### config.mk
export PLATFORM = sky130hd
export DESIGN_NAME = uart_rx_frame_collector_timeout_top
export DESIGN_NICKNAME = d
export VERILOG_FILES = /design/src/sv/frc_pkg.sv /design/src/sv/frc_csr.sv /design/src/sv/frc_in_reg.sv /design/src/sv/frc_engine.sv /design/src/sv/uart_rx_frame_collector_timeout_top.sv
export SDC_FILE = /design/constraint.sdc
export NUM_CORES = 1
export LEC_CHECK = 0
export CORE_ASPECT_RATIO = 1.5
export CORE_MARGIN = 4
export CORE_UTILIZATION = 40
export DETAILED_ROUTE_END_ITERATION = 8
export DONT_BUFFER_PORTS = 1
export PLACE_DENSITY = 0.55
export SYNTH_ARGS = -nofsm -noshare
export SYNTH_HDL_FRONTEND = slang
export SYNTH_SLANG_ARGS = --single-unit
export TNS_END_PERCENT = 20
### constraint.sdc
create_clock -name clock -period 5.6 [get_ports clock]
set_input_delay 0.28 -clock clock [delete_from_list [all_inputs] [get_ports clock]]
set_output_delay 0.28 -clock clock [all_outputs]
set_load 0.01 [all_outputs]
### src/sv/frc_pkg.sv
// shared types and constants for the uart receive frame collector
package frc_pkg;

   // default buffer depth
   localparam int MaxFrameDefault = 256;

   // register reset values and widths
   localparam int MaxLenW         = 9;
   localparam int TimeoutW        = 8;
   localparam logic [8:0] MaxLenReset  = 9'd256;
   localparam logic [7:0] TimeoutReset = 8'd7;
   localparam logic [7:0] TickSat      = 8'hFF;

   // configuration register indexes
   localparam logic [1:0] CsrMaxFrameLen = 2'd0;
   localparam logic [1:0] CsrIdleTimeout = 2'd1;

   // line status bits
   localparam int LsParity    = 0;
   localparam int LsFraming   = 1;
   localparam int LsOverrun   = 2;
   localparam int LsCollision = 5;

   typedef enum logic [2:0] {
      OP_ARM     = 3'd0,
      OP_BYTE    = 3'd1,
      OP_TICK    = 3'd2,
      OP_ABORT   = 3'd3,
      OP_COLLECT = 3'd4
   } opcode_type;

   typedef enum logic [1:0] {
      MODE_IDLE   = 2'd0,
      MODE_ACTIVE = 2'd2,
      MODE_DONE   = 2'd3
   } rx_mode_type;

   typedef struct packed {
      logic collision;
      logic overflow;
      logic brk;
      logic framing;
      logic parity;
   } err_flags_type;

   typedef struct packed {
      logic [8:0] max_frame_len;
      logic [7:0] idle_timeout_ticks;
   } cfg_type;

   typedef struct packed {
      logic [2:0] opcode;
      logic [7:0] rx_byte;
      logic [5:0] line_status;
   } req_item_type;

   typedef struct packed {
      logic          busy_res;
      err_flags_type errs;
      logic [8:0]    byte_count;
      logic          frame_done;
      logic [7:0]    write_data;
      logic [7:0]    write_address;
      logic          write_enable;
      logic          accepted;
   } rsp_item_type;

endpackage

### src/sv/frc_csr.sv
// configuration registers for frame length and idle timeout
module frc_csr (
   input  logic             clock,
   input  logic             reset,
   input  logic             csr_valid,
   output logic             csr_ready,
   input  logic [1:0]       csr_index,
   input  logic [8:0]       csr_data,
   output frc_pkg::cfg_type cfg
);
   import frc_pkg::*;

   logic [8:0] max_len_ff, max_len_in;
   logic [7:0] timeout_ff, timeout_in;

   assign csr_ready = 1'b1;

   // register write decode
   always_comb begin
      max_len_in = max_len_ff;
      timeout_in = timeout_ff;
      if (csr_valid) begin
         case (csr_index)
            CsrMaxFrameLen: max_len_in = csr_data;
            CsrIdleTimeout: timeout_in = csr_data[7:0];
            default: ;
         endcase
      end
   end

   always_ff @(posedge clock) begin
      if (reset) begin
         max_len_ff <= MaxLenReset;
         timeout_ff <= TimeoutReset;
      end else begin
         max_len_ff <= max_len_in;
         timeout_ff <= timeout_in;
      end
   end

   assign cfg.max_frame_len      = max_len_ff;
   assign cfg.idle_timeout_ticks = timeout_ff;

endmodule

### src/sv/frc_in_reg.sv
// input register stage for request beats
module frc_in_reg (
   input  logic                  clock,
   input  logic                  reset,
   input  logic                  req_tvalid,
   output logic                  req_tready,
   input  frc_pkg::req_item_type req_item,
   input  logic                  advance,
   output logic                  item_valid,
   output frc_pkg::req_item_type item
);
   import frc_pkg::*;

   logic         valid_ff, valid_in;
   req_item_type item_ff;

   // room when empty or when the held beat moves on this cycle
   assign req_tready = !valid_ff || advance;

   always_comb begin
      valid_in = valid_ff;
      if (req_tready) begin
         valid_in = req_tvalid;
      end
   end

   always_ff @(posedge clock) begin
      if (reset) begin
         valid_ff <= 1'b0;
      end else begin
         valid_ff <= valid_in;
      end
   end

   // payload, no reset
   always_ff @(posedge clock) begin
      if (req_tready && req_tvalid) begin
         item_ff <= req_item;
      end
   end

   assign item_valid = valid_ff;
   assign item       = item_ff;

endmodule

### src/sv/frc_engine.sv
// receiver state, per-beat update and result register
module frc_engine #(
   parameter int MAX_FRAME = frc_pkg::MaxFrameDefault
) (
   input  logic                  clock,
   input  logic                  reset,
   input  frc_pkg::cfg_type      cfg,
   input  logic                  item_valid,
   input  frc_pkg::req_item_type item,
   output logic                  advance,
   output logic                  rsp_tvalid,
   input  logic                  rsp_tready,
   output frc_pkg::rsp_item_type rsp_item
);
   import frc_pkg::*;

   localparam int LimMax = (MAX_FRAME < 511) ? MAX_FRAME : 511;
   localparam int CntW   = $clog2(LimMax + 1);

   rx_mode_type   mode_ff, mode_in;
   logic [CntW-1:0] cnt_ff, cnt_in;
   logic [CntW-1:0] limit_ff, limit_in;
   logic [7:0]    ticks_ff, ticks_in;
   err_flags_type errs_ff, errs_in;
   logic          out_valid_ff, out_valid_in;
   rsp_item_type  res_ff, res_in;

   opcode_type      op;
   logic [CntW-1:0] cnt_inc;
   logic [7:0]      tick_inc;
   logic [8:0]      cnt_wide;

   assign op       = opcode_type'(item.opcode);
   assign cnt_inc  = cnt_ff + 1'b1;
   assign tick_inc = (ticks_ff < TickSat) ? ticks_ff + 8'd1 : ticks_ff;
   assign cnt_wide = 9'(cnt_ff);

   // a beat moves on when the result register is free
   assign advance = item_valid && (!out_valid_ff || rsp_tready);

   // next state
   always_comb begin
      mode_in  = mode_ff;
      cnt_in   = cnt_ff;
      limit_in = limit_ff;
      ticks_in = ticks_ff;
      errs_in  = errs_ff;
      case (op)
         OP_ARM: begin
            if (mode_ff == MODE_IDLE && cfg.max_frame_len != '0) begin
               cnt_in   = '0;
               errs_in  = '0;
               ticks_in = '0;
               mode_in  = MODE_ACTIVE;
               if (32'(cfg.max_frame_len) < MAX_FRAME) begin
                  limit_in = CntW'(cfg.max_frame_len);
               end else begin
                  limit_in = CntW'(MAX_FRAME);
               end
            end
         end
         OP_BYTE: begin
            if (mode_ff == MODE_ACTIVE) begin
               if (cnt_ff >= limit_ff) begin
                  errs_in.overflow = 1'b1;
               end else begin
                  errs_in.parity    = errs_ff.parity | item.line_status[LsParity];
                  errs_in.framing   = errs_ff.framing | item.line_status[LsFraming];
                  errs_in.brk       = errs_ff.brk
                                      | (item.line_status[LsFraming] && item.rx_byte == '0);
                  errs_in.overflow  = errs_ff.overflow | item.line_status[LsOverrun];
                  errs_in.collision = errs_ff.collision | item.line_status[LsCollision];
                  cnt_in   = cnt_inc;
                  ticks_in = '0;
                  if (cnt_inc >= limit_ff) begin
                     mode_in = MODE_DONE;
                  end
               end
            end
         end
         OP_TICK: begin
            if (mode_ff == MODE_ACTIVE && cnt_ff != '0) begin
               ticks_in = tick_inc;
               if (tick_inc >= cfg.idle_timeout_ticks) begin
                  mode_in = MODE_DONE;
               end
            end
         end
         OP_ABORT: begin
            cnt_in  = '0;
            errs_in = '0;
            mode_in = MODE_IDLE;
         end
         OP_COLLECT: begin
            if (mode_ff == MODE_DONE) begin
               cnt_in  = '0;
               errs_in = '0;
               mode_in = MODE_IDLE;
            end
         end
         default: ;
      endcase
   end

   // result fields
   always_comb begin
      res_in            = '0;
      res_in.frame_done = (mode_in == MODE_DONE);
      res_in.busy_res   = (mode_in != MODE_IDLE);
      case (op)
         OP_ARM: begin
            res_in.accepted = (mode_ff == MODE_IDLE);
         end
         OP_BYTE: begin
            if (mode_ff == MODE_ACTIVE && cnt_ff < limit_ff) begin
               res_in.write_enable  = 1'b1;
               res_in.write_address = cnt_wide[7:0];
               res_in.write_data    = item.rx_byte;
            end
         end
         OP_COLLECT: begin
            if (mode_ff == MODE_DONE) begin
               res_in.accepted   = 1'b1;
               res_in.byte_count = cnt_wide;
               res_in.errs       = errs_ff;
            end
         end
         default: ;
      endcase
   end

   // output valid tracking
   always_comb begin
      out_valid_in = out_valid_ff;
      if (advance) begin
         out_valid_in = 1'b1;
      end else if (rsp_tready) begin
         out_valid_in = 1'b0;
      end
   end

   always_ff @(posedge clock) begin
      if (reset) begin
         mode_ff      <= MODE_IDLE;
         cnt_ff       <= '0;
         limit_ff     <= CntW'(LimMax);
         ticks_ff     <= '0;
         errs_ff      <= '0;
         out_valid_ff <= 1'b0;
      end else begin
         if (advance) begin
            mode_ff  <= mode_in;
            cnt_ff   <= cnt_in;
            limit_ff <= limit_in;
            ticks_ff <= ticks_in;
            errs_ff  <= errs_in;
         end
         out_valid_ff <= out_valid_in;
      end
   end

   // result payload, no reset
   always_ff @(posedge clock) begin
      if (advance) begin
         res_ff <= res_in;
      end
   end

   assign rsp_tvalid = out_valid_ff;
   assign rsp_item   = res_ff;

endmodule

### src/sv/uart_rx_frame_collector_timeout_top.sv
// Top level of the uart receive frame collector with idle timeout.
// An accepted request beat goes through the input register, then the result
// register, to its response beat.
// Throughput: one beat per cycle unless rsp_tready holds the result register; the state
// update is a single pass of logic between the two registers.
// Reset: synchronous, active high; receiver idle, counters and flags clear.
module uart_rx_frame_collector_timeout_top #(
   parameter int MAX_FRAME = frc_pkg::MaxFrameDefault
) (
   input  logic        clock,
   input  logic        reset,
   // request channel
   input  logic        req_tvalid,
   output logic        req_tready,
   input  logic [15:0] req_tdata,   // rx_byte[7:0], line_status[13:8], zero[15:14]
   input  logic [2:0]  req_tuser,   // opcode[2:0]
   // response channel
   output logic        rsp_tvalid,
   input  logic        rsp_tready,
   output logic [39:0] rsp_tdata,   // accepted[0], write_enable[1], write_address[9:2],
                                    // write_data[17:10], frame_done[18], byte_count[27:19],
                                    // parity_flag[28], framing_flag[29], break_flag[30],
                                    // overflow_flag[31], collision_flag[32], busy_res[33],
                                    // zero[39:34]
   // configuration write channel
   input  logic        csr_valid,
   output logic        csr_ready,
   input  logic [1:0]  csr_index,
   input  logic [8:0]  csr_data
);
   import frc_pkg::*;

   cfg_type      cfg;
   req_item_type req_item;
   req_item_type item;
   rsp_item_type rsp_item;
   logic         item_valid;
   logic         advance;

   assign req_item.opcode      = req_tuser;
   assign req_item.rx_byte     = req_tdata[7:0];
   assign req_item.line_status = req_tdata[13:8];

   frc_csr u_csr (
      .clock     (clock),
      .reset     (reset),
      .csr_valid (csr_valid),
      .csr_ready (csr_ready),
      .csr_index (csr_index),
      .csr_data  (csr_data),
      .cfg       (cfg)
   );

   frc_in_reg u_in_reg (
      .clock      (clock),
      .reset      (reset),
      .req_tvalid (req_tvalid),
      .req_tready (req_tready),
      .req_item   (req_item),
      .advance    (advance),
      .item_valid (item_valid),
      .item       (item)
   );

   frc_engine #(
      .MAX_FRAME (MAX_FRAME)
   ) u_engine (
      .clock      (clock),
      .reset      (reset),
      .cfg        (cfg),
      .item_valid (item_valid),
      .item       (item),
      .advance    (advance),
      .rsp_tvalid (rsp_tvalid),
      .rsp_tready (rsp_tready),
      .rsp_item   (rsp_item)
   );

   // pack the response beat
   assign rsp_tdata = {
      6'd0,
      rsp_item.busy_res,
      rsp_item.errs.collision,
      rsp_item.errs.overflow,
      rsp_item.errs.brk,
      rsp_item.errs.framing,
      rsp_item.errs.parity,
      rsp_item.byte_count,
      rsp_item.frame_done,
      rsp_item.write_data,
      rsp_item.write_address,
      rsp_item.write_enable,
      rsp_item.accepted
   };

endmodule

# ---- After elaboration in Yosys (flattened, before gate mapping)
# Cells that the tools add are included.
dict set report word_totals {
  word_cells 114
  in_bits 35
  reg_bits 103
}
dict set report classes {
  order_cmp 6
  n_reduce_logical 28
  n_eq_ne 13
  muxes 32
  addsub 2
  n_bitwise 5
}
# cell n
set op_table {}
lappend op_table {{$mux W9} 5}
lappend op_table {{$mux W8} 5}
lappend op_table {{$pmux W9 S4} 1}
lappend op_table {{$pmux W8 S3} 1}
lappend op_table {{$pmux W5 S4} 1}
lappend op_table {{$ge A9 B9 Y1} 2}
lappend op_table {{$reduce_bool A9 Y1} 2}
lappend op_table {{$mux W5} 3}
lappend op_table {{$mux W2} 7}
lappend op_table {{$reduce_and A6 Y1} 2}
lappend op_table {{$pmux W2 S5} 1}
lappend op_table {{$add A9 B1 Y9 const B} 1}
lappend op_table {{$lt A9 B9 Y1} 1}
lappend op_table {{$lt A9 B9 Y1 const B} 1}
lappend op_table {{$add A8 B1 Y8 const B} 1}
lappend op_table {{$ge A8 B8 Y1} 1}
lappend op_table {{$logic_not A8 Y1} 1}
lappend op_table {{$lt A8 B8 Y1 const B} 1}
lappend op_table {{$ne A2 B1 Y1 const B} 4}
lappend op_table {{$reduce_and A2 Y1} 4}
lappend op_table {{$eq A2 B2 Y1 const B} 3}
lappend op_table {{$eq A3 B2 Y1 const B} 2}
lappend op_table {{$logic_and A1 B1 Y1} 6}
lappend op_table {{$mux W1} 6}
lappend op_table {{16 further kinds} 24}

# ---- Depth between registers and ports, before layout
# Gate-level depths: netlist (run 1).
dict set report logic_depth {
  word_depth 7
  depth_mapped 13
  mapped_depth_nobuf 12
}

# ---- Modules after synthesis
# Synthesis (run 1) repeated with hierarchy kept, for this count alone.
dict set report hier_totals {
  hier_cells 498
  area_unflattened_um2 5117.4
}
# module n_inst cells_each seq_area_each_um2 area_each_um2
set modules_own_cells {}
lappend modules_own_cells {frc_engine 1 396 1701.6 3759.9}
lappend modules_own_cells {frc_csr 1 73 340.3 743.2}
lappend modules_own_cells {frc_in_reg 1 22 530.5 565.5}
lappend modules_own_cells {uart_rx_frame_collector_timeout_top 1 7 0.0 48.8}

# ---- Least setup slack after synthesis (run 1)
# OpenSTA, ideal clock, no wires.
dict set report synth_timing {
  path_kind {reg-to-reg}
  from {register u_engine.ticks_ff[0]}
  to {register u_engine.res_ff (netlist bit u_engine.rsp_item[33]), data pin}
  path_buffers 0
  slack_ns 2.952
  path_stages_with_launch 13
  required_time_ns 5.339
  t_arrival_ns 2.387
  cell_sequence {dfxtp_1 -> ha_1 -> nand3_1 -> nor2_1 -> nor3_1 -> xor2_1 -> ha_1 -> a211oi_1 -> nor2_1 -> a211oi_1 -> o21ai_0 -> a31oi_1 -> nand2_1}
}
# item line
set synth_lines {}
lappend synth_lines {{start: declaration} frc_engine.sv:23} ;# logic [7:0] ticks_ff, ticks_in;
lappend synth_lines {{start signal: assignment} frc_engine.sv:155} ;# ticks_ff <= ticks_in;
lappend synth_lines {{end signal: assignment} frc_engine.sv:165} ;# res_ff <= res_in;
lappend synth_lines {{end: declaration} frc_engine.sv:26} ;# rsp_item_type res_ff, res_in;

==> results, run 1 <==
- The flow ran to the end, and the final reports show no timing, DRC or antenna violations.
- The total setup buffers inserted after CTS is 0.
- The count of antenna diodes in the layout is 0.
- Across every metal layer, demand over resource in global routing totals 0.145.
- The DRC violation count after routing is 0.
- The number of search-and-repair iterations in the first detailed-routing pass is 4.
- Broken down by cell family, the worst path's largest delay share belongs to compound AO/OA/AOI/OAI gates.
- The clock latency of the later-clocked register in the worst-skew pair is 350 ps.
- Of the total power, the share spent switching nets is 0.231.
- At the placement stage, the worst setup path has a slack of 2420 ps.
- The total clock buffers created by CTS is 9.
- The die area is 14,500 um^2.
- For the final routed database, the setup TNS stands at 0 ps.
- Cell internal power was estimated by the tool at 1170 uW.
- In the synthesized netlist, the number of instances is 482.
- After detailed routing, the average wire length per cell comes to 16.1 um.
- Input and output buffers added on the ports amount to 0.
- After synthesis the cells add up to 5040 um^2.
- The worst hold path begins at req_tdata[2].
- The slack of the worst reg-to-reg path is 2390 ps.
- STA classifies the critical path endpoint as a flop.
- The die is 146 um tall.
- The count of endpoints failing setup in the final report is 0.
- The areal power density over the cells is 282 nW/um^2.
- The number of antenna violations at the first check in global routing came to 0.
- The first global-routing pass estimated 16.6 mm of wire.
- Setup repair after global routing left no endpoint under its margin.
- The share of total power in combinational logic is 0.039.
- The flip-flop and latch count after synthesis is 101.
- The CTS tree is built.
- The width of the die is 99.7 um.
- In this design, the stage delay of the slowest critical-path cell is 430 ps.
- The remaining antenna violation count after routing is 0.
- Clock tree synthesis selected as its root buffer the cell sky130_fd_sc_hd__clkbuf_16.
- The tightest min-delay check is of the input pin to flop type.
- For this run the aggregate overflow at the end of global routing stands at 0.
- The Yosys step of the flow raised 0 warnings.
- Clock skew on the completed layout was measured at 9.77 ps.
- In the routed layout, each cell is associated on average with a via count of 5.25.
- The leakage power of the design is 0.00205 uW.
- The count of nets after finishing is 535.
- The HPWL reported at the end of detailed placement is 7.65 mm.
- The origin of the critical flop-to-flop path is u_engine.ticks_ff[0].
- The count of unique library cells instantiated by Yosys is 67.
- Of all nets on the critical path, the largest fanout is 6.
- The congestion estimate from routability-driven global placement came to 0.829.
- In the synthesized netlist the dominant register cell turns out to be sky130_fd_sc_hd__dfxtp_1.
- The endpoint with the worst hold slack is u_in_reg.item[8].
- The terminus of the critical flop-to-flop path is u_engine.rsp_item[33].
- The share of synthesized area in the top cell type comes to 0.292.
- The slowest stage of the critical path belongs to the cell sky130_fd_sc_hd__dfxtp_1.
- Headroom to the max-slew limit came out at 0.309.
- The analysis attributes to net switching a power of 353 uW.
- Entering global routing, the biggest net connects 41 pins.
- The startpoint type of the worst setup path is a flop.
- The share of power burned in the clock network is 0.427.
- In this run, synthesis inferred 49 flip-flops with an integrated enable.
- Clock-pin slew was measured on the worst setup and hold paths at 80 ps.
- The initialized floorplan defines 50 standard-cell rows.
- The total via count after detailed routing is 3,318.
- The initial utilization of the core area, before any placement, comes to 0.405.
- Of all cell types, the one taking the most synthesized area is sky130_fd_sc_hd__edfxtp_1.
- Leaving out fill and tap cells, the most frequent cells in the layout are sky130_fd_sc_hd__dfxtp_1, sky130_fd_sc_hd__edfxtp_1, sky130_fd_sc_hd__nor2_1.
- The critical path start-end classification is flop to flop.
- At the pin with the least slew margin, the transition time is 1030 ps.
- After synthesis, the cell types taking the most area are sky130_fd_sc_hd__edfxtp_1, sky130_fd_sc_hd__dfxtp_1, sky130_fd_sc_hd__ha_1.
- For the worst setup path, the data required time is 5690 ps.
- The final worst slack is 2390 ps.
- Along the worst hold path, the cell count comes to 0.
- From synthesis to final layout, the design area changed by 7.14%.
- The standard cell core area is 12,400 um^2.
- The total wire length after detailed routing is 10.2 mm.
- The most common cell after layout, fill and taps aside is sky130_fd_sc_hd__dfxtp_1.
- The CTS sink count is 101.
- For this run, the top clock speed supported by timing is 311 MHz.
- Traced cell by cell, the critical path runs through ha_1 > nand3_1 > nor2_1 > nor3_1 > xor2_1 > ha_1 > a211oi_1 > nor2_1 > a211oi_1 > o21ai_0 > a31oi_1 > nand2_1.
- The part of the total power dissipated in sequential elements is 0.534.
- The count of boundary I/O pins is 78.
- The H-tree was split into 3 levels.
- The number of global-route vias before repair is 3,315.
- The first routing iteration left 131 violations.
- The final count of pins violating max slew came to 0.
- STA puts the critical path data arrival time at 3310 ps.
- The minimum period implied by the final worst setup slack is 3210 ps.
- The average instance area after synthesis is 10.5 um^2.
- Of the cells placed in the final design, the portion with a size suffix greater than 1 is 0.0903.
- The final core utilization is 0.434.
- IR analysis of the VDD net gives a maximum drop of 0.141 mV.
- The critical path contains buffers and inverters numbering 0 combined.
- Of the synthesized area, sequential elements account for 0.498.
- The clock passes through at most 2 buffers.
- The number of failing hold endpoints at the final stage is 0.
- Dividing the final minimum period by the clock period gives 0.574.
- The count of maximum capacitance violations is 0.
- After layout, the design draws a total of 1530 uW.
- Counting cells, the worst reg-to-reg path comes to 12.
- For this run, asynchronously set or reset flops after synthesis account for 0.
[synthesized netlist by cell type (all sizes together) (2+ instances only)]
cell / number
xor2: 6
conb: 2
a31o: 2
a211o: 3
o21bai: 2
mux2i: 16
nand2b: 14
nor2b: 4
or3: 2
a211oi: 6
clkbuf: 8
nand4: 3
nand3b: 9
ha: 29
inv: 30
o311ai: 2
edfxtp: 49
buf: 20
nor3: 9
mux2: 3
and4: 2
o2bb2ai: 5
a31oi: 3
dfxtp: 52
nor4: 4
nor2: 49
nand2: 36
a21o: 4
nand3: 13
xnor2: 4
or4: 2
and2: 26
nor3b: 2
o22ai: 2
and3: 2
a21oi: 19
a2bb2oi: 3
o21ai: 16
o31ai: 4
o211ai: 2
a2111oi: 3
[what timing repair did]
action | CTS | global route
gates resized for setup | 0 | 0
hold buffers | 1 | 0
hold endpoints to repair | 23 | 0
[logic make-up (layout without fill, tap and decap cells)]
family | after synthesis | in the layout | share of synthesized area
compound gates | 83 | 83 | 0.120
xor+xnor | 10 | 10 | 0.0174
fa+ha+maj | 29 | 29 | 0.0719
buf+inv | 58 | 47 | 0.0598
flops | 101 | 101 | 0.498
mux | 19 | 19 | 0.0385
other cells | 2 | 7 | 0.00149
simple gates | 180 | 180 | 0.193
[routing by layer]
metal	up-vias	track usage	share of wire
met5	-	0	0
met3	16	0.0388	0.045
li1	1676	-	-
met1	1552	0.160	0.40
met4	0	0.0581	0.024
met2	74	0.260	0.53
[per-stage QoR]
stage               area [um^2]  std cells  hold WS [ps]
floorplan                  5060        487           379
global route               5400        632          5.74
detailed placement         5080        615           352
global placement           5080        615           351
CTS                        5400        632          14.9
finish                     5400        632          26.4
[power by group through the flow]
stage | logic [uW] | registers (uW) | clock network, uW
floorplan | 58.8 | 824 | 0
global placement | 55.7 | 831 | 0
detailed placement | 57.1 | 833 | 0
CTS | 60.5 | 816 | 667
global route | 67.0 | 818 | 700
finish | 59.3 | 815 | 652
[worst max-delay path by stage]
stage	cells after the start	start	end
after floorplan	12	u_engine.ticks_ff[0]	u_engine.rsp_item[33]
after global placement	12	u_engine.ticks_ff[0]	u_engine.rsp_item[33]
after detailed placement	12	u_engine.ticks_ff[0]	u_engine.rsp_item[33]
after CTS	12	u_engine.ticks_ff[0]	u_engine.rsp_item[33]
after global routing	12	u_engine.ticks_ff[0]	u_engine.rsp_item[33]
final	12	u_engine.ticks_ff[0]	u_engine.rsp_item[33]
[area by class of cell]
| type | instances | area (um^2) |
|---|---|---|
| Inverter | 30 | 113 |
| Clock inverter | 7 | 90.1 |
| Tap cell | 156 | 195 |
| Fill cell | 1191 | 7050 |
| Sequential cell | 101 | 2510 |
| Clock buffer | 9 | 225 |
| Timing Repair Buffer | 1 | 10.0 |
| Multi-Input combinational cell | 328 | 2260 |
[sequential cells by signal (all words and copies together) (netlist names)]
name                 flops
u_engine.cnt_ff          9
u_engine.limit_ff        9
u_in_reg.item           15
u_engine.mode_ff         2
u_csr.max_len_ff         9
u_csr.timeout_ff         8
u_engine.ticks_ff        8
u_engine.errs_ff         5
u_engine.rsp_tvalid      1
u_in_reg.item_valid      1
u_engine.rsp_item       34
Power figures use the tool's default switching activity.
==> run 2, diff against run 1 <==
Clock period 5.6 ns to 3.2 ns, I/O delays scaled along.
==> results, run 2 (synthesis gave the netlist of run 1 again) <==
- The minimum period implied by the final worst setup slack is 2980 ps.
- The library cell used most frequently in the layout, excluding fill and tap cells, is sky130_fd_sc_hd__dfxtp_1.
- The data arrival at the endpoint of the critical path is 3070 ps.
- The number of search-and-repair iterations in the first detailed-routing pass is 4.
- The tightest hold margin is 49.0 ps.
- The die area is 14,500 um^2.
- The beginning of the worst hold path is reset.
- The detail route stage leaves a number of antenna-violating nets equal to 0.
- Clock-pin slew was measured on the worst setup and hold paths at 70 ps.
- The sequential cells in the finished layout cover a total of 2510 um^2.
- In the detailed route, the total length drawn on met2 is 5.67 mm.
- The CTS sink count is 101.
- The aggregate negative setup slack is 0 ps.
- Summed over all nets, wire length on met3 after detailed routing comes to 343 um.
- The worst setup slack after placement is 85.4 ps.
- The count of boundary I/O pins is 78.
- In the global route stage, overall resource usage came out at 0.148.
- The flow ran to the end, and the final reports show no timing, DRC or antenna violations.
- The worst pin sits at a relative slew slack of 0.385.
- The number of global-route vias before repair is 3,542.
- The total via count after detailed routing is 3,488.
- The areal power density over the cells is 460 nW/um^2.
- Setup repair after global routing left no endpoint under its margin.
- The final global-route overflow total is 0.
- The flip-flop count of the largest register, all copies and words added is 34.
- The layout overhead on the synthesized area is 13.9%.
- Across all setup checks in the final design, the least slack found is 224 ps.
- The count of maximum capacitance violations is 0.
- In this run the static leakage power is 0.00220 uW.
- The CTS tree is built.
- In the final layout, the multi-input gates occupy 2270 um^2.
- The H-tree was split into 3 levels.
- The startpoint type of the worst setup path is a flop.
- The number of antenna violations at the first check in global routing is 0.
- The share of final-layout standard cells stronger than drive strength 1 is 0.109.
- 0 antenna diodes ended up in the layout.
- STA puts the critical path data required time at 3290 ps.
- CTS placed an instance of sky130_fd_sc_hd__clkbuf_16 at the clock tree root.
- At the end of routability-driven placement, the weighted congestion stood at 0.854.
- The die outline height is 146 um.
- The standard cell core area is 12,400 um^2.
- The HPWL reported at the end of detailed placement is 7.87 mm.
- The worst setup path startpoint is u_engine.ticks_ff[0].
- In the routed layout, each cell is associated on average with a via count of 5.21.
- The type of the most critical hold path is input pin to flop.
- The count of input and output buffers is 0.
- The maximum clock frequency is 336 MHz.
- The initial DRC count is 215.
- The final count of pins violating max slew is 0.
- The origin of the critical flop-to-flop path is u_engine.ticks_ff[0].
- In this run the worst path has a maximum fanout of 6.
- Setup violations remaining at the end of the flow were counted as 0.
- The effective utilization at floorplan is 0.405.
- The setup path with the least slack is of type flop to flop.
- The largest net degree at the start of global routing is 38.
- The worst setup path is captured at a flop.
- The total clock buffers created by CTS is 9.
- The average wire per standard cell is 15.9 um.
- The DRC violation count after routing is 0.
- IR analysis of the VDD net gives a maximum drop of 0.284 mV.
- No sink is reached through more buffers than the 2 on the longest clock path.
- The number of failing hold endpoints at the final stage is 0.
- The global-route wire length before repair is 17.3 mm.
- The placement row count is 50.
- Once placement finished, the instance area stood at 5160 um^2.
- The uppermost metal layer occupied by signal nets is met4.
- For the pin with the worst max-slew slack, the measured transition is 919 ps.
- Buffers added to address setup during post-CTS repair amount to 0.
- The net count of the finished layout is 572.
- Measured along the x axis, the die boundary spans 99.7 um.
- In the layout the commonest cells are sky130_fd_sc_hd__dfxtp_1, sky130_fd_sc_hd__edfxtp_1, sky130_fd_sc_hd__nor2_1.
- After detailed routing, the total wire length is 10.6 mm.
- The filler cell count in the final layout is 1,158.
- The clock latency of the later-clocked register in the worst-skew pair is 340 ps.
- The total routed wire length on the met1 layer is 4.27 mm.
- The worst-case clock skew is 7.71 ps.
- The final design area excluding fillers is 5750 um^2.
- The portion of the clock cycle consumed by the worst path in the final layout is 0.930.
run 2: repair_timing:
action,4_1_cts,5_1_grt
hold buffers,27,0
hold endpoints to repair,43,0
gates resized for setup,0,3
setup endpoints to repair,0,3
run 2: path summary, 6_finish.rpt:
kind | cells past startpoint | to | slack [ps]
min | 2 | u_engine.cnt_ff[1] | 50
max | 13 | u_engine.rsp_item[33] | 220
max reg2reg | 13 | u_engine.rsp_item[33] | 220
min reg2reg | 2 | u_engine.errs_ff[3] | 450
run 2: final cells by class:
type	count	share of cell area
Sequential cell	101	0.437
Multi-Input combinational cell	328	0.396
Timing Repair Buffer	38	0.0614
Clock buffer	9	0.0392
Tap cell	156	0.0340
Inverter	30	0.0196
Clock inverter	7	0.0126
run 2: per-stage QoR:
stage               std cells   util  power [uW]
floorplan                 487      -        1540
global placement          626  0.415        1550
detailed placement        626  0.415        1560
CTS                       669  0.460        2670
global route              669  0.462        2740
finish                    669  0.462        2640
run 2: report_power, final:
part           total [uW]  leakage (uW)  switching, uW  internal (uW)
sequential           1430      0.000905           33.5           1390
clock                1080      0.000140            472            608
combinational         136       0.00116           78.6           57.4
total                2640       0.00220            584           2060
run 2: worst max-delay path, cell delays in order (launching register included):
cell,delay (ps)
sky130_fd_sc_hd__dfxtp_1,370
sky130_fd_sc_hd__ha_1,260
sky130_fd_sc_hd__nand3_1,130
sky130_fd_sc_hd__nor2_1,50
sky130_fd_sc_hd__buf_4,160
sky130_fd_sc_hd__nor3_2,180
sky130_fd_sc_hd__xor2_1,220
sky130_fd_sc_hd__ha_1,280
sky130_fd_sc_hd__a211oi_1,240
sky130_fd_sc_hd__nor2_1,90
sky130_fd_sc_hd__a211oi_2,250
sky130_fd_sc_hd__o21ai_0,140
sky130_fd_sc_hd__a31oi_2,270
sky130_fd_sc_hd__nand2_1,90
run 2: per-layer routing:
metal	up-vias	track usage
met5	-	0
met4	0	0.0718
met3	21	0.0230
met2	76	0.272
met1	1647	0.162
li1	1744	-
==> run 3, diff against run 2 <==
Settings changed: PLACE_DENSITY 0.55 to 0.5.
==> results, run 3 (synthesis gave the netlist of run 1 again) <==
- The flow ran to the end, and the final reports show no timing, DRC or antenna violations.
- The terminus of the critical flop-to-flop path is u_engine.rsp_item[33].
- Counting every sink on the clock net gives 101.
- The later pin in the worst-skew pair is clocked with a latency of 340 ps.
- Including well taps, the total number of placed cells is 627.
- The number of search-and-repair iterations in the first detailed-routing pass is 4.
- The analysis attributes to net switching a power of 592 uW.
- TritonCTS created 9 clock buffers.
- The worst-case clock skew is 7.80 ps.
- The count of H-tree levels built during CTS is 3.
- The top cell types in the final layout, fill and taps aside, are sky130_fd_sc_hd__dfxtp_1, sky130_fd_sc_hd__edfxtp_1, sky130_fd_sc_hd__nor2_1.
- The total cell area at the placement stage is 5170 um^2.
- The cell depth of the worst min-delay path is 2.
- For this run, the number of standard cells in the final layout without fillers is 670.
- Detailed placement finished with a half-perimeter wire length of 7.96 mm.
- The maximum fanout count along the critical path is 6.
- The fraction of power spent switching nets is 0.223.
- The aggregate negative setup slack is 0 ps.
- In this run, the number of DRC markers left after iteration 0 of detailed routing was 144.
- The worst setup path is launched from a flop.
- The number of global-route vias before repair is 3,610.
- TritonCTS built the clock tree.
- The critical path start-end classification is flop to flop.
- Setup violations remaining at the end of the flow were counted as 0.
- The share of total power in combinational logic is 0.051.
- The origin of the critical flop-to-flop path is u_engine.ticks_ff[0].
- Using the TritonRoute via totals, the vias-per-cell ratio works out to 5.14.
- The final global-route overflow total is 0.
- In the final layout, the share of cells above drive strength 1 is 0.107.
- The slowest library cell on the worst path is sky130_fd_sc_hd__dfxtp_1.
- The buffering stage count on the worst path with inverters included is 0.
- Leaving out fill and tap cells, the most frequent cell in the layout is sky130_fd_sc_hd__dfxtp_1.
- After clock tree synthesis, the clock-pin slew on the worst setup and hold paths is 70 ps.
- Derived from the worst setup path, the maximum achievable clock frequency is 336 MHz.
- For hold timing, the worst endpoint is u_engine.cnt_ff[1].
- The number of antenna violations at the first check in global routing was 0.
- From bottom edge to top edge, the die measures 146 um.
- The startpoint identified for the worst hold timing path is reset.
- The worst endpoint required time is 3290 ps.
- The endpoint class of the critical path is a flop.
- The effective utilization at floorplan is 0.405.
- The layout overhead on the synthesized area is 14.0%.
- The placement row count is 50.
- The portion of the clock cycle consumed by the worst path in the final layout is 0.929.
- Setup repair after global routing left no endpoint under its margin.
- Setup slack on the critical path of the routed design comes to 227 ps.
- In this run the tightest slew margin relative to its limit is 0.373.
- For this run, the slowest stage of the critical path takes 420 ps.
- Entering global routing, the biggest net connects 28 pins.
- Detailed routing inserted a total of 3,444 vias.
- The floorplan step set the die width to 99.7 um.
- The tightest hold margin is 38.1 ps.
- The repair_antennas step left the layout with diodes totalling 0.
- 78 I/O pins were placed.
- The die area is 14,500 um^2.
- The signal on the critical path passes through ha_1 > nand3_1 > nor2_4 > nor3_1 > xor2_1 > ha_1 > a211oi_1 > nor2_1 > a211oi_1 > o21ai_0 > a31oi_2 > nand2_1.
- At the end of routability-driven placement, the weighted congestion stood at 0.825.
- The minimum period implied by the final worst setup slack is 2970 ps.
- The floorplan step defined a core boundary enclosing 12,400 um^2.
- Data arrives at the worst endpoint at 3060 ps.
- At the end of the flow, the number of nets in the layout was 573.
- The final count of pins violating max slew is 0.
- In this run the static leakage power is 0.00221 uW.
- In the final routed layout, each cell accounts on average for 15.9 um.
- The type of the most critical hold path is input pin to flop.
- The remaining antenna violation count after routing is 0.
- For flop-to-flop paths, the worst setup slack is 230 ps.
- The filler cell count in the final layout is 1,214.
- Measured in cells, the most critical reg-to-reg path has a length of 12.
- The share of total power dissipated in the clock network is 0.411.
- The first global-routing pass estimated 18.0 mm of wire.
- The final design area excluding fillers is 5750 um^2.
- The register with the most flip-flops in the layout has 34 of them.
- Clock tree synthesis selected as its root buffer the cell sky130_fd_sc_hd__clkbuf_16.
- The total wire length after detailed routing is 10.7 mm.
- For this design the ratio of total power to cell area is 461 nW/um^2.
- The cell family contributing the most delay on the critical path is compound AO/OA/AOI/OAI gates.
- The actual slew at the worst max-slew pin is 936 ps.
- Input and output buffers added on the ports amount to 0.
- In the global route stage, overall resource usage came out at 0.156.
- The tool flagged a number of max-cap violations equal to 0.
- The number of failing hold endpoints at the final stage is 0.
- The part of the total power dissipated in sequential elements is 0.538.
- The DRC violation count after routing is 0.
- Timing analysis after detailed placement gives a worst setup slack of 56.0 ps.
- Cell internal power was estimated by the tool at 2060 uW.
- The longest clock path from root to sink contains 2 buffers.
- IR analysis of the VDD net gives a maximum drop of 0.237 mV.
-- run 3: what timing repair did --
action,4_1_cts,5_1_grt
endpoints found under the setup margin,0,3
hold buffers,27,0
resized for setup,0,3
endpoints found under the hold margin,43,0
buffers inserted,0,0
-- run 3: worst max path at each step --
stage / from / endpoint / slack, ps / cells past startpoint
2_1_floorplan: u_engine.ticks_ff[0] / u_engine.rsp_item[33] / 550 / 12
3_3_place_gp: u_engine.ticks_ff[0] / u_engine.rsp_item[33] / 130 / 12
3_5_place_dp: u_engine.ticks_ff[0] / u_engine.rsp_item[33] / 60 / 12
4_1_cts: u_engine.ticks_ff[0] / u_engine.rsp_item[33] / 30 / 12
5_1_grt: u_engine.ticks_ff[0] / u_engine.rsp_item[33] / 20 / 12
6_report: u_engine.ticks_ff[0] / u_engine.rsp_item[33] / 230 / 12
-- run 3: stage by stage --
stage,power (uW),util
finish,2650,0.462
global route,2770,0.462
CTS,2690,0.461
detailed placement,1560,0.415
global placement,1560,0.415
floorplan,1540,-
-- run 3: power groups by stage --
stage                     combinational (uW)  sequential (uW)  clock [uW]
after floorplan                          103             1440           0
after global placement                   101             1460           0
after detailed placement                 103             1460           0
after CTS                                138             1430        1120
after global routing                     152             1430        1190
final                                    135             1430        1090
-- run 3: layout make-up --
cell class | instances | area [um^2] | share of cell area
clock buffers | 9 | 225 | 0.0392
clock inverters | 7 | 71.3 | 0.0124
inverters | 30 | 113 | 0.0196
multi-input cells | 328 | 2270 | 0.395
flip-flops and latches | 101 | 2510 | 0.437
well taps | 156 | 195 | 0.0339
repair buffers | 39 | 360 | 0.0627
-- run 3: routing by layer --
metal	global-route usage	vias up	share of wire
li1	-	1743	-
met1	0.178	1630	0.42
met2	0.282	57	0.54
met3	0.0360	14	0.027
met4	0.0533	0	0.017
met5	0	-	0
